--- src/rtl/spe_ram.sv ---
// ----------------------------------------------------------------------------
// spe_ram
// Generic simple dual-port RAM, one write and one registered read port.
// ----------------------------------------------------------------------------
module spe_ram #(
   parameter int WIDTH = 8,
   parameter int DEPTH = 16
) (
   input  logic                     clock,
   input  logic                     wr_en,
   input  logic [$clog2(DEPTH)-1:0] wr_addr,
   input  logic [WIDTH-1:0]         wr_data,
   input  logic                     rd_en,
   input  logic [$clog2(DEPTH)-1:0] rd_addr,
   output logic [WIDTH-1:0]         rd_data
);

   logic [WIDTH-1:0] mem_ff [DEPTH];

   // write and registered read
   always_ff @(posedge clock) begin
      if (wr_en) begin
         mem_ff[wr_addr] <= wr_data;
      end
      if (rd_en) begin
         rd_data <= mem_ff[rd_addr];
      end
   end

endmodule

--- config.mk ---
export PLATFORM = sky130hd
export DESIGN_NAME = spe_ram
export DESIGN_NICKNAME = d
export VERILOG_FILES = /design/src/rtl/spe_ram.sv
export SDC_FILE = /design/constraint.sdc
export NUM_CORES = 1
export LEC_CHECK = 0
export CAP_MARGIN = 10
export CORE_UTILIZATION = 45
export DETAILED_ROUTE_END_ITERATION = 12
export DONT_BUFFER_PORTS = 1
export PLACE_DENSITY = 0.65
export SLEW_MARGIN = 20
export SYNTH_ARGS = -nofsm -noshare
export SYNTH_HDL_FRONTEND = slang
export SYNTH_SLANG_ARGS = --single-unit
--- constraint.sdc ---
create_clock -name clock -period 2.69 [get_ports clock]
set_clock_uncertainty 0.1 [all_clocks]
set_input_delay 0.1345 -clock clock [delete_from_list [all_inputs] [get_ports clock]]
set_output_delay 0.1345 -clock clock [all_outputs]
set_load 0.01 [all_outputs]
==> results.yml <==
synth:
  number_of_flops_mapped_to_enable_cells_by_yosys: 136
  synthesis.nets: 248
  synth_warnings: 0
  leading_cell_types_by_total_area_after_synthesis: "sky130_fd_sc_hd__edfxtp_1, sky130_fd_sc_hd__mux4_2, sky130_fd_sc_hd__mux4_1"
  synth_top_area_cell: "sky130_fd_sc_hd__edfxtp_1"
  yosys_register_bits: 136
  synth_cell_type_count: 18
  yosysMostFrequentCell: "sky130_fd_sc_hd__edfxtp_1"
  average_footprint_of_a_synthesized_cell_um2: 22.83
  postSynthCellCount: 229
  fraction_of_synthesized_cell_area_taken_by_the_top_area_cell_type_pct: 78.12
  synthesis.area_um2: 5228
  yosys-top-cells-count: "sky130_fd_sc_hd__edfxtp_1, sky130_fd_sc_hd__mux4_2, sky130_fd_sc_hd__a22oi_1"
  postSynth.topFlopCell: "sky130_fd_sc_hd__edfxtp_1"
  synth-async-reset-ratio_pct: 0
  seq_total_area_yosys_pct: 78.12
clock_tree:
  cts.hold.buffers_added: 13
  tritoncts_num_sinks: 136
  clock_tree_buffer_depth: 2
  cts_inserted_buffers: 17
  h-tree-depth: 4
  worst_skew_pair.late_latency_ns: 0.41
  ctsResizeCount: 0
  tritoncts: "done"
  clk_root_buf: "sky130_fd_sc_hd__clkbuf_16"
  path_clk_slew_ns: 0.05
  cts.repair_timing.setup_buffer_count: 0
finish:
  share_of_final_layout_standard_cells_stronger_than_drive_strength_1_pct: 19.19
  antenna-diode-count: 0
  stdcell_area_um2: 6073
  finalCoreUtilization_pct: 54.82
  area_delta_synth_final_pct: 16.18
  nets: 278
critical_path:
  critPathMaxFanout: 6
  path_class: "input pin to flip-flop"
  worstPathRequired_ns: 2.72
  critical-path-top-cell-by-count: "sky130_fd_sc_hd__dlygate4sd3_1"
  crit_start: "wr_addr[0]"
  cp-start-kind: "input pin"
  slowest_delay_ns: 0.63
  critical_path.slowest_cell: "sky130_fd_sc_hd__dlygate4sd3_1"
  worstPathBufferInverterCount: 3
  crit_path_cell_trace: "dlygate4sd3_1 > nor3_1 > dlygate4sd3_1 > buf_4"
  arrival_ns: 1.69
  end_kind: "flip-flop"
  rr_startpoint: "mem_ff[2][3]"
  largest_delay_share_family_worst_path: "buffers and inverters"
timing:
  worst_slack_ns: 1.025
  hold_violations: 0
  final.min_clock_period_ns: 1.665
  timing_max_transition_violations_final: 0
  grt_setup_unrepaired: "no"
  post-route-period-util_pct: 61.88
  worst_slew_margin_rel_pct: 34.63
  setup_viol: 0
  fmax_achieved_ghz: 0.6007
  timing.setup.tns_ns: 0
  tightest_slew_ns: 0.9770
hold_path:
  tightest_hold_check_type: "input pin to flip-flop"
  worstHoldStart: "wr_addr[0]"
power:
  worst_ir_drop_vdd_mv: 0.4876
  switching_power_w: 0.0009093
  static-leakage-power_nw: 1.988
  power.density_cell_area_nw_per_um2: 790.7
  swShare_pct: 18.93
  p_int_w: 0.003893
  power.clock.fraction_pct: 46.3
  comb_power_share_pct: 3.6
  seqPwrFrac_pct: 50.1
detailed_routing:
  first_iter_violations: 170
  drc: 0
  route.met3.wl_um: 811
  wl_met2_um: 4801
  wl_met1_um: 4177
  post_drt_wl_per_cell_um: 24.04
  num_vias: 2361
  via_per_inst: 5.745
  ant_nets: 0
  top_layer_in_use: "met4"
  detailedRoute.firstPassIterationCount: 4
  wirelength_um: 9880
global_route:
  grt_pass1_vias: 2439
  global_route_wire_length_before_repair_um: 14990
  track_usage_pct: 19.09
  antenna_found_initial: 0
  grt-ovfl-total: 0
  grt_max_degree: 33
floorplanning:
  num_rows: 38
  io-pin-count: 27
  die_h_um: 109.8
  fp.dieArea_um2: 12050
  initial_utilization_pct: 47.19
  core_area_um2: 11080
  die_w_um: 109.8
placement:
  globalplace.congestion: 0.8112
  dp_slack_ns: 0.9093
  post-dp-hpwl_um: 5827
  placed_cell_area_um2: 5369
  port-buffer-count: 0
run:
  max_cap_violations: 0
status:
  run_status: "finished, final reports clean"
-- worst reg2reg max path, stage by stage (launching register included) --
cell,delay (ns)
sky130_fd_sc_hd__edfxtp_1,0.36
sky130_fd_sc_hd__mux4_1,0.49
sky130_fd_sc_hd__a22oi_1,0.34
sky130_fd_sc_hd__nand2_1,0.10
-- layer usage --
| metal | global-route usage [%] | vias up |
|---|---|---|
| met5 | 0 | - |
| met4 | 8.000 | 0 |
| met3 | 6.758 | 7 |
| met2 | 27.59 | 96 |
| met1 | 26.32 | 1212 |
| li1 | - | 1046 |
-- logic make-up (layout without fill, tap and decap cells) --
| logic type | after synthesis | in the layout | synth area share [%] |
|---|---|---|---|
| flip-flops | 136 | 136 | 78.12 |
| AND/OR/NAND/NOR | 35 | 35 | 3.136 |
| multiplexers | 32 | 32 | 14.79 |
| AO/OA/AOI/OAI | 16 | 16 | 2.298 |
| buffers and inverters | 10 | 52 | 1.651 |
-- layout make-up --
cell class	instances	area [um^2]
flip-flops and latches	136	4084
fillers	847	5005
clock inverters	14	138.9
clock buffers	17	425.4
repair buffers	21	192.7
multi-input cells	83	1057
well taps	140	175.2
-- through the flow --
step                std cells  total power [W]  hold slack, ns
floorplan                 229         0.002566          0.1334
global placement          366         0.002575          0.1341
detailed placement        366         0.002579          0.1341
CTS                       410         0.004834      0.00002892
global route              411         0.004957       0.0005549
finish                    411         0.004802         0.02401
-- flip-flops by register name, summed over array words and instances (netlist names) --
signal   flops
mem_ff     128
rd_data      8
-- power by group through the flow --
stage	combinational (W)	clock (W)	sequential, W
finish	0.000173	0.00222	0.00241
global route	0.000186	0.00236	0.00241
CTS	0.000173	0.00225	0.00241
detailed placement	0.000128	0	0.00245
global placement	0.000127	0	0.00245
floorplan	0.000120	0	0.00245
-- cell usage in the layout, fill, tap and decap left out --
| cell | n |
|---|---|
| sky130_fd_sc_hd__edfxtp_1 | 136 |
| sky130_fd_sc_hd__mux4_2 | 18 |
| sky130_fd_sc_hd__clkinv_1 | 5 |
| sky130_fd_sc_hd__nor2b_1 | 1 |
| sky130_fd_sc_hd__nand2b_1 | 2 |
| sky130_fd_sc_hd__a22oi_1 | 16 |
| sky130_fd_sc_hd__nor2_1 | 13 |
| sky130_fd_sc_hd__or3b_2 | 1 |
| sky130_fd_sc_hd__and2_1 | 1 |
| sky130_fd_sc_hd__dlygate4sd3_1 | 14 |
| sky130_fd_sc_hd__nand2_1 | 9 |
| sky130_fd_sc_hd__bufinv_16 | 3 |
| sky130_fd_sc_hd__and2b_1 | 1 |
| sky130_fd_sc_hd__nand3b_1 | 2 |
| sky130_fd_sc_hd__nand3_1 | 1 |
| sky130_fd_sc_hd__clkinv_2 | 6 |
| sky130_fd_sc_hd__clkbuf_16 | 17 |
| sky130_fd_sc_hd__mux4_1 | 14 |
| sky130_fd_sc_hd__nor3_1 | 4 |
| sky130_fd_sc_hd__buf_4 | 7 |
-- worst paths after layout --
kind / slack (ns) / endpoint / cells after the start
max reg2reg: 1.05 / rd_data[3] / 3
min reg2reg: 0.64 / rd_data[1] / 3
max: 1.03 / mem_ff[0][4] / 4
min: 0.02 / mem_ff[8][3] / 2
Note: power is estimated with default switching activity, not from simulation.
